<file path="config.mk">
export PLATFORM = sky130hd
export DESIGN_NAME = rfb_pixel_to_argb_top
export DESIGN_NICKNAME = d
export VERILOG_FILES = /design/src/rtl/rfb_p2a_pkg.sv /design/src/rtl/rfb_pixel_to_argb_top.sv
export VERILOG_INCLUDE_DIRS = /design/src /design/src/rtl
export SDC_FILE = /design/constraint.sdc
export NUM_CORES = 2
export LEC_CHECK = 0
export BUFFER_PORTS_ARGS = -buffer_cell sky130_fd_sc_hd__buf_2
export CAP_MARGIN = 20
export CORE_MARGIN = 2
export CORE_UTILIZATION = 24
export CTS_BUF_LIST = sky130_fd_sc_hd__clkbuf_4 sky130_fd_sc_hd__clkbuf_8 sky130_fd_sc_hd__clkbuf_16
export CTS_CLUSTER_SIZE = 30
export DETAILED_ROUTE_END_ITERATION = 16
export PLACE_DENSITY_LB_ADDON = 0.2
export SYNTH_ARGS = -nofsm -noshare
export SYNTH_HDL_FRONTEND = slang
export SYNTH_SLANG_ARGS = --single-unit
</file>
<file path="constraint.sdc">
create_clock -name clk -period 7.05 [get_ports clk]
set_input_delay 0.705 -clock clk [delete_from_list [all_inputs] [get_ports clk]]
set_output_delay 0.705 -clock clk [all_outputs]
set_load 0.01 [all_outputs]
</file>
<file path="src/rtl/rfb_pixel_to_argb_top_assert.svh">
// Assertion macros for the RFB pixel to ARGB converter.
// Used by rfb_pixel_to_argb_top; needs clk and rst_n in the including scope.
`ifndef RFB_PIXEL_TO_ARGB_TOP_ASSERT_SVH
`define RFB_PIXEL_TO_ARGB_TOP_ASSERT_SVH

// Same-cycle implication, checked outside reset.
`define RFB_ASSERT_IMPLY(label, ante, cons) \
    label: assert property (@(posedge clk) disable iff (!rst_n) (ante) |-> (cons)) \
        else $error("rfb_pixel_to_argb: same-cycle check failed");

// Next-cycle implication, checked outside reset.
`define RFB_ASSERT_NEXT(label, ante, cons) \
    label: assert property (@(posedge clk) disable iff (!rst_n) (ante) |=> (cons)) \
        else $error("rfb_pixel_to_argb: next-cycle check failed");

`endif

</file>
<file path="src/rtl/rfb_p2a_pkg.sv">
// Package for the RFB pixel to ARGB converter: constants, register codes,
// divider step type and helper functions. No dependencies.
package rfb_p2a_pkg;

    localparam int unsigned NUM_STAGES = 6;
    localparam int unsigned NUM_CHAN   = 3;
    localparam int unsigned DIV_STAGES = 4;
    localparam int unsigned MAX_BYTES  = 4;
    localparam int unsigned ADDR_W     = 5;

    localparam logic [7:0] ALPHA_OPAQUE = 8'hFF;

    // channel order inside per-channel arrays
    localparam int unsigned CH_RED   = 0;
    localparam int unsigned CH_GREEN = 1;
    localparam int unsigned CH_BLUE  = 2;

    // register indexes (word address paddr[4:2])
    localparam logic [2:0] REG_BITS_PER_PIXEL = 3'd0;
    localparam logic [2:0] REG_BIG_ENDIAN     = 3'd1;
    localparam logic [2:0] REG_RED_MAX        = 3'd2;
    localparam logic [2:0] REG_GREEN_MAX      = 3'd3;
    localparam logic [2:0] REG_BLUE_MAX       = 3'd4;
    localparam logic [2:0] REG_RED_SHIFT      = 3'd5;
    localparam logic [2:0] REG_GREEN_SHIFT    = 3'd6;
    localparam logic [2:0] REG_BLUE_SHIFT     = 3'd7;

    // partial remainder and quotient of one channel's value*255/max
    typedef struct packed {
        logic [23:0] rem;
        logic [7:0]  quo;
    } div_t;

    // value * 255 as (value << 8) - value
    function automatic logic [23:0] times_full(logic [15:0] v);
        return {v, 8'd0} - {8'd0, v};
    endfunction

    // one restoring step: try max << pos against the remainder
    function automatic div_t div_step(div_t s, logic [15:0] dsor, logic [2:0] pos);
        div_t        r;
        logic [23:0] d;
        r = s;
        d = {8'd0, dsor} << pos;
        if (s.rem >= d)
        begin
            r.rem      = s.rem - d;
            r.quo[pos] = 1'b1;
        end
        return r;
    endfunction

endpackage

</file>
<file path="src/rtl/rfb_pixel_to_argb_top.sv">
// RFB true-colour pixel to opaque ARGB8888 converter, top level.
// Depends on rfb_p2a_pkg and rfb_pixel_to_argb_top_assert.svh.
//
// Usage:
//   pix channel  : pix_valid/pix_ready with pixel_bytes, byte k of the pixel
//                  in bits 8k+7..8k. A transfer happens when both are high.
//   argb channel : argb_valid/argb_ready with argb and format_error.
//   APB port     : eight 32-bit registers at 4*index, pready tied high,
//                  reads return the register value. Write only while idle.
// Pipeline: six register stages. Stage 1 assembles the raw word and masks
// each channel, stage 2 forms value*255, stages 3-6 run a restoring divide
// by the channel max, two quotient bits per stage, stage 6 also packs the
// word. argb_valid is the valid bit of stage 6; one pixel per cycle is
// sustained while argb_ready stays high.
// Stall: each stage holds while the next is full and stalled; empty stages
// keep filling, so pix_ready only drops once all six stages hold data.
// Reset: all valid bits clear and registers return to 32 bpp, little
// endian, 8:8:8 at shifts 16/8/0.
// Format error (bpp/8 of zero or above four) gives argb 0, format_error 1.
module rfb_pixel_to_argb_top (
    input  logic                            clk,
    input  logic                            rst_n,
    // pixel input
    input  logic                            pix_valid,
    output logic                            pix_ready,
    input  logic [31:0]                     pixel_bytes,
    // argb output
    output logic                            argb_valid,
    input  logic                            argb_ready,
    output logic [31:0]                     argb,
    output logic                            format_error,
    // configuration
    input  logic                            psel,
    input  logic                            penable,
    input  logic                            pwrite,
    input  logic [rfb_p2a_pkg::ADDR_W-1:0]  paddr,
    input  logic [31:0]                     pwdata,
    output logic [31:0]                     prdata,
    output logic                            pready
);

    localparam int unsigned NS = rfb_p2a_pkg::NUM_STAGES;
    localparam int unsigned NC = rfb_p2a_pkg::NUM_CHAN;
    localparam int unsigned ND = rfb_p2a_pkg::DIV_STAGES;

    // ---------------- configuration registers ----------------
    logic [7:0]  bpp_reg;
    logic        big_endian_reg;
    logic [15:0] max_reg   [NC];
    logic [4:0]  shift_reg [NC];
    logic [2:0]  reg_idx;
    logic        cfg_wr;

    assign pready  = 1'b1;
    assign reg_idx = paddr[4:2];
    assign cfg_wr  = psel & penable & pwrite & pready;

    always_ff @(posedge clk or negedge rst_n)
    begin
        if (!rst_n)
        begin
            bpp_reg                         <= 8'd32;
            big_endian_reg                  <= 1'b0;
            max_reg[rfb_p2a_pkg::CH_RED]    <= 16'd255;
            max_reg[rfb_p2a_pkg::CH_GREEN]  <= 16'd255;
            max_reg[rfb_p2a_pkg::CH_BLUE]   <= 16'd255;
            shift_reg[rfb_p2a_pkg::CH_RED]  <= 5'd16;
            shift_reg[rfb_p2a_pkg::CH_GREEN]<= 5'd8;
            shift_reg[rfb_p2a_pkg::CH_BLUE] <= 5'd0;
        end
        else if (cfg_wr)
        begin
            unique case (reg_idx)
                rfb_p2a_pkg::REG_BITS_PER_PIXEL: bpp_reg        <= pwdata[7:0];
                rfb_p2a_pkg::REG_BIG_ENDIAN:     big_endian_reg <= pwdata[0];
                rfb_p2a_pkg::REG_RED_MAX:
                    max_reg[rfb_p2a_pkg::CH_RED] <= pwdata[15:0];
                rfb_p2a_pkg::REG_GREEN_MAX:
                    max_reg[rfb_p2a_pkg::CH_GREEN] <= pwdata[15:0];
                rfb_p2a_pkg::REG_BLUE_MAX:
                    max_reg[rfb_p2a_pkg::CH_BLUE] <= pwdata[15:0];
                rfb_p2a_pkg::REG_RED_SHIFT:
                    shift_reg[rfb_p2a_pkg::CH_RED] <= pwdata[4:0];
                rfb_p2a_pkg::REG_GREEN_SHIFT:
                    shift_reg[rfb_p2a_pkg::CH_GREEN] <= pwdata[4:0];
                rfb_p2a_pkg::REG_BLUE_SHIFT:
                    shift_reg[rfb_p2a_pkg::CH_BLUE] <= pwdata[4:0];
            endcase
        end
    end

    always_comb
    begin
        unique case (reg_idx)
            rfb_p2a_pkg::REG_BITS_PER_PIXEL: prdata = {24'd0, bpp_reg};
            rfb_p2a_pkg::REG_BIG_ENDIAN:     prdata = {31'd0, big_endian_reg};
            rfb_p2a_pkg::REG_RED_MAX:
                prdata = {16'd0, max_reg[rfb_p2a_pkg::CH_RED]};
            rfb_p2a_pkg::REG_GREEN_MAX:
                prdata = {16'd0, max_reg[rfb_p2a_pkg::CH_GREEN]};
            rfb_p2a_pkg::REG_BLUE_MAX:
                prdata = {16'd0, max_reg[rfb_p2a_pkg::CH_BLUE]};
            rfb_p2a_pkg::REG_RED_SHIFT:
                prdata = {27'd0, shift_reg[rfb_p2a_pkg::CH_RED]};
            rfb_p2a_pkg::REG_GREEN_SHIFT:
                prdata = {27'd0, shift_reg[rfb_p2a_pkg::CH_GREEN]};
            rfb_p2a_pkg::REG_BLUE_SHIFT:
                prdata = {27'd0, shift_reg[rfb_p2a_pkg::CH_BLUE]};
        endcase
    end

    // ---------------- pipeline control ----------------
    // Per-stage ready lets bubbles collapse behind a stalled output.
    logic [NS-1:0] vld_reg;
    logic [NS-1:0] vld_next;
    logic [NS-1:0] err_reg;
    logic [NS-1:0] err_next;
    logic [NS-1:0] stg_rdy;
    logic [NS-1:0] stg_in;

    always_comb
    begin
        stg_rdy[NS-1] = ~vld_reg[NS-1] | argb_ready;
        for (int k = NS - 2; k >= 0; k--)
        begin
            stg_rdy[k] = ~vld_reg[k] | stg_rdy[k+1];
        end
        stg_in[0] = pix_valid;
        for (int k = 1; k < NS; k++)
        begin
            stg_in[k] = vld_reg[k-1];
        end
        for (int k = 0; k < NS; k++)
        begin
            vld_next[k] = stg_rdy[k] ? stg_in[k] : vld_reg[k];
        end
    end

    always_ff @(posedge clk or negedge rst_n)
    begin
        if (!rst_n)
        begin
            vld_reg <= '0;
        end
        else
        begin
            vld_reg <= vld_next;
        end
    end

    assign pix_ready = stg_rdy[0];

    // ---------------- stage 1: byte assembly, shift and mask ----------------
    logic [4:0]  byte_cnt;
    logic        fmt_bad;
    logic [31:0] raw;
    logic [31:0] shifted [NC];
    logic [15:0] val_reg  [NC];
    logic [15:0] val_next [NC];

    assign byte_cnt = bpp_reg[7:3];
    assign fmt_bad  = (byte_cnt == 5'd0) || (byte_cnt > 5'(rfb_p2a_pkg::MAX_BYTES));

    always_comb
    begin
        unique case (byte_cnt[2:0])
            3'd1: raw = {24'd0, pixel_bytes[7:0]};
            3'd2: raw = big_endian_reg ?
                        {16'd0, pixel_bytes[7:0], pixel_bytes[15:8]} :
                        {16'd0, pixel_bytes[15:0]};
            3'd3: raw = big_endian_reg ?
                        {8'd0, pixel_bytes[7:0], pixel_bytes[15:8], pixel_bytes[23:16]} :
                        {8'd0, pixel_bytes[23:0]};
            3'd4: raw = big_endian_reg ?
                        {pixel_bytes[7:0], pixel_bytes[15:8],
                         pixel_bytes[23:16], pixel_bytes[31:24]} :
                        pixel_bytes;
            default: raw = 32'd0;  // bad byte count, flagged separately
        endcase
        for (int c = 0; c < NC; c++)
        begin
            shifted[c]  = raw >> shift_reg[c];
            val_next[c] = shifted[c][15:0] & max_reg[c];
        end
    end

    // ---------------- stage 2: value * 255 ----------------
    rfb_p2a_pkg::div_t div_reg  [ND][NC];
    rfb_p2a_pkg::div_t div_next [ND][NC];
    rfb_p2a_pkg::div_t fin_div  [NC];
    logic [7:0]        quo_fin  [NC];
    logic [31:0]       argb_reg;
    logic [31:0]       argb_next;

    always_comb
    begin
        for (int c = 0; c < NC; c++)
        begin
            div_next[0][c].rem = rfb_p2a_pkg::times_full(val_reg[c]);
            div_next[0][c].quo = 8'd0;
        end
        // stages 3-5: quotient bits 7..2, two per stage
        for (int s = 1; s < ND; s++)
        begin
            for (int c = 0; c < NC; c++)
            begin
                div_next[s][c] = rfb_p2a_pkg::div_step(
                    rfb_p2a_pkg::div_step(div_reg[s-1][c], max_reg[c],
                                          3'(2 * (ND - s) + 1)),
                    max_reg[c], 3'(2 * (ND - s)));
            end
        end
        // stage 6: bits 1..0, zero max forces zero, pack
        for (int c = 0; c < NC; c++)
        begin
            fin_div[c] = rfb_p2a_pkg::div_step(
                rfb_p2a_pkg::div_step(div_reg[ND-1][c], max_reg[c], 3'd1),
                max_reg[c], 3'd0);
            quo_fin[c] = fin_div[c].quo;
            if (max_reg[c] == 16'd0)
            begin
                quo_fin[c] = 8'd0;
            end
        end
        if (err_reg[NS-2])
        begin
            argb_next = 32'd0;
        end
        else
        begin
            argb_next = {rfb_p2a_pkg::ALPHA_OPAQUE,
                         quo_fin[rfb_p2a_pkg::CH_RED],
                         quo_fin[rfb_p2a_pkg::CH_GREEN],
                         quo_fin[rfb_p2a_pkg::CH_BLUE]};
        end
        err_next[0] = fmt_bad;
        for (int k = 1; k < NS; k++)
        begin
            err_next[k] = err_reg[k-1];
        end
    end

    // payload registers, no reset
    always_ff @(posedge clk)
    begin
        for (int k = 0; k < NS; k++)
        begin
            if (stg_rdy[k])
            begin
                err_reg[k] <= err_next[k];
            end
        end
        if (stg_rdy[0])
        begin
            val_reg <= val_next;
        end
        for (int s = 0; s < ND; s++)
        begin
            if (stg_rdy[s+1])
            begin
                div_reg[s] <= div_next[s];
            end
        end
        if (stg_rdy[NS-1])
        begin
            argb_reg <= argb_next;
        end
    end

    assign argb_valid   = vld_reg[NS-1];
    assign argb         = argb_reg;
    assign format_error = err_reg[NS-1];

    // ---------------- assertions ----------------
`include "rfb_pixel_to_argb_top_assert.svh"

    `RFB_ASSERT_IMPLY(a_err_zero, argb_valid && format_error, argb == 32'd0)
    `RFB_ASSERT_IMPLY(a_alpha_opaque, argb_valid && !format_error, argb[31:24] == rfb_p2a_pkg::ALPHA_OPAQUE)
    `RFB_ASSERT_IMPLY(a_full_blocks, (&vld_reg) && !argb_ready, !pix_ready)
    `RFB_ASSERT_NEXT(a_take_moves, pix_valid && pix_ready, vld_reg[0])

endmodule
</file>
==> flow_summary.ini <==
[status]
outcome = finished, violations left
violations = design-rule violations

[flow_run]
cap_violations = 0

[clocking]
clock_latency_ns = 0.68
htree_num_levels = 2
clk_pin_slew_worst_paths_ns = 0.06
cts_buffers = 57
cts_resized = 0
clk_path_buf_depth = 3
cts_tree = done
clock_sinks = 481
cts-root-buf = clkbuf_16

[grt]
grt_pass1_vias = 37300
grt_max_degree = 75
grt_antenna_before_repair = 7
grt_pass1_wl_mm = 228
grt_usage_pct = 15.2
globalRouteOverflowTotal = 0

[logic_synthesis]
yosys_most_used_dff = edfxtp_1
async_flop_share_pct = 16.2
ys_ff_latch = 481
syn_area_um2 = 45400
synth-edff-count = 403
yosys.cell_types.count = 108
syn_avg_cell_area_um2 = 8.93
synth-seq-area-share_pct = 31.0
yosys_warnings = 0
syn_inst = 5080

[place]
gp_congestion = 0.876
portBuffers = 108
pre_cts_ws_ns = 0.422
dpl.hpwl_mm = 119

[sta]
setup_violations = 0
hold_violations = 0
rsz0062_at_grt = false
setup_ws_ns = 0.471
layout_min_cycle_time_ns = 6.58
finalSetupTns_ns = 0
period_share_pct = 93.3
drv_slew = 0
clock.fmax_ghz = 0.152
slew_headroom_pct = 28.7
tightest_slew_ns = 1.07
skew_ns = 0.0263

[setup_path]
critPathLaunchType = flop
worstPathMaxFanout = 18
critical_path_required_ns = 7.46
critPathKind = flop to flop
endpoint_kind = flop
crit_arrival_ns = 6.99

[drt]
wl_per_cell_um = 19.4
ant_nets = 0
drtPass1Iterations = 11
vias = 38300
drcViolationCount = 6
vias_per_cell = 4.95
drt_iter0_drc = 2320
routed_wirelength_mm = 150

[floorplan]
fp.coreArea_um2 = 188000
die_h_um = 439
die_w_um = 439
io_pins = 144
rows = 159
dieArea_um2 = 193000
start_util_pct = 24.2

[layout]
finalNetCount = 5702
largest_reg_flops = 324
area_delta_synth_final_pct = 13.0
drive_gt1_share_pct = 12.3

[min_path]
hold_class = input port to flop
-- path summary, 6_finish.rpt --
| check | startpoint | to | slack (ns) | cells past startpoint |
|---|---|---|---|---|
| hold / removal | pix_valid | vld_reg[0] | 0.25 | 2 |
| hold reg to reg | err_reg[2] | err_reg[3] | 0.41 | 0 |
| min in group asynchronous | rst_n | vld_reg[5] | 0.47 | 2 |
| max in group asynchronous | rst_n | shift_reg[11] | 5.34 | 3 |
| setup reg to reg | max_reg[39] | div_reg[3][85] | 0.47 | 20 |
| setup / recovery | max_reg[39] | div_reg[3][85] | 0.47 | 20 |
-- cell families after synthesis --
| group | Yosys count | share of synthesized area, % |
|---|---|---|
| and+or+nand+nor | 1509 | 15.9 |
| AOI/OAI and AO/OA | 1482 | 20.6 |
| DFF | 481 | 31.0 |
| buffers and inverters | 435 | 3.97 |
| adders and majority gates | 432 | 12.3 |
| muxes | 390 | 9.49 |
| xor gates and xnor gates | 349 | 6.74 |
| other | 2 | 0.0166 |
-- metal layers --
metal	global-route usage [%]	vias up	share of wire, %
met5	0	-	0.0080
met4	3.70	2	2.3
met3	1.49	174	3.5
met2	25.5	741	46
met1	20.7	18300	48
li1	-	19100	-
-- synth_stat cells (all sizes together), types with 27 or more instances --
cell    count  area [µm²]
a21oi     454        2270
nor2      441        1660
nand2     430        1610
ha        411        5140
edfxtp    403       12100
o21ai     384        1930
xnor2     248        2170
inv       236         886
mux2      201        2290
mux2i     179        1790
a21o      134        1010
clkbuf    134         503
nor3      114         576
xor2      101         885
nand2b     81         507
nand3      78         390
o21a       68         510
a211oi     66         495
buf        62         388
nor2b      62         388
nand4      57         363
and2       55         347
dfrtp      51        1280
nor4       43         269
o21bai     40         300
o211ai     29         218
a22oi      28         210
dfstp      27         709
or3        27         174
-- worst max-delay path, stage by stage, from the launching register on --
cell and delay, ns:
dfstp_2 0.60, inv_1 0.11, ha_1 0.39, nand3_1 0.22
nor2_1 0.32, a21oi_1 0.19, a211oi_1 0.50, o21ai_2 0.14
and2_2 0.35, clkinv_8 0.14, a21oi_1 0.14, fa_1 0.44
a21o_1 0.17, a21oi_1 0.31, o211ai_1 0.21, a221o_1 0.44
a221o_1 0.33, a31oi_1 0.19, nand2_1 0.11, or2_1 0.57
mux2_4 0.44
-- cell usage in the layout (no fill, tap or decap), types with 40 or more instances in the layout --
cell       synthesis  layout
nor2b_1           62      62
mux2_2           194     194
buf_2             11     107
a211oi_1          66      65
inv_1            233     231
nor3_1           113     111
nand2_1          430     428
clkbuf_16          0      62
nor2_1           440     440
buf_4             25     126
nand3_1           78      76
a21oi_1          454     454
nand2b_1          81      81
ha_1             411     411
xor2_1           101     101
edfxtp_1         403     403
xnor2_1          248     248
nor4_1            43      42
o21bai_1          40      40
o21a_1            68      68
and2_1            53      53
dfrtp_1           51      49
nand4_1           56      56
mux2i_1          179     179
o21ai_0          380     380
a21o_1           131     131
-- repair_timing --
action / CTS / global route
buffers inserted: 0 / 0
setup endpoints to repair: 0 / 0
hold buffers: 1 / 0
hold endpoints to repair: 19 / 0
-- layout make-up --
cell class	count	area [µm²]
flip-flops and latches	481	14100
fillers	20100	137000
inverters	239	912
multi-input cells	4179	29600
clock buffers	75	1660
diodes	1	2.50
repair buffers	236	1540
well taps	2495	3120
clock inverters	33	348
-- metrics by stage --
| stage | utilization (%) | hold slack [ns] | instance area (µm²) | std cells |
|---|---|---|---|---|
| floorplan | - | 0.400 | 45400 | 5095 |
| global placement | 26.2 | 0.402 | 49200 | 7628 |
| detailed placement | 26.2 | 0.405 | 49200 | 7628 |
| CTS | 27.3 | 0.192 | 51300 | 7737 |
| global route | 27.3 | 0.214 | 51300 | 7738 |
| finish | 27.3 | 0.248 | 51300 | 7739 |
Power is not shown: default switching activity piles up to over one toggle a cycle in this logic, so the estimate is an artifact.
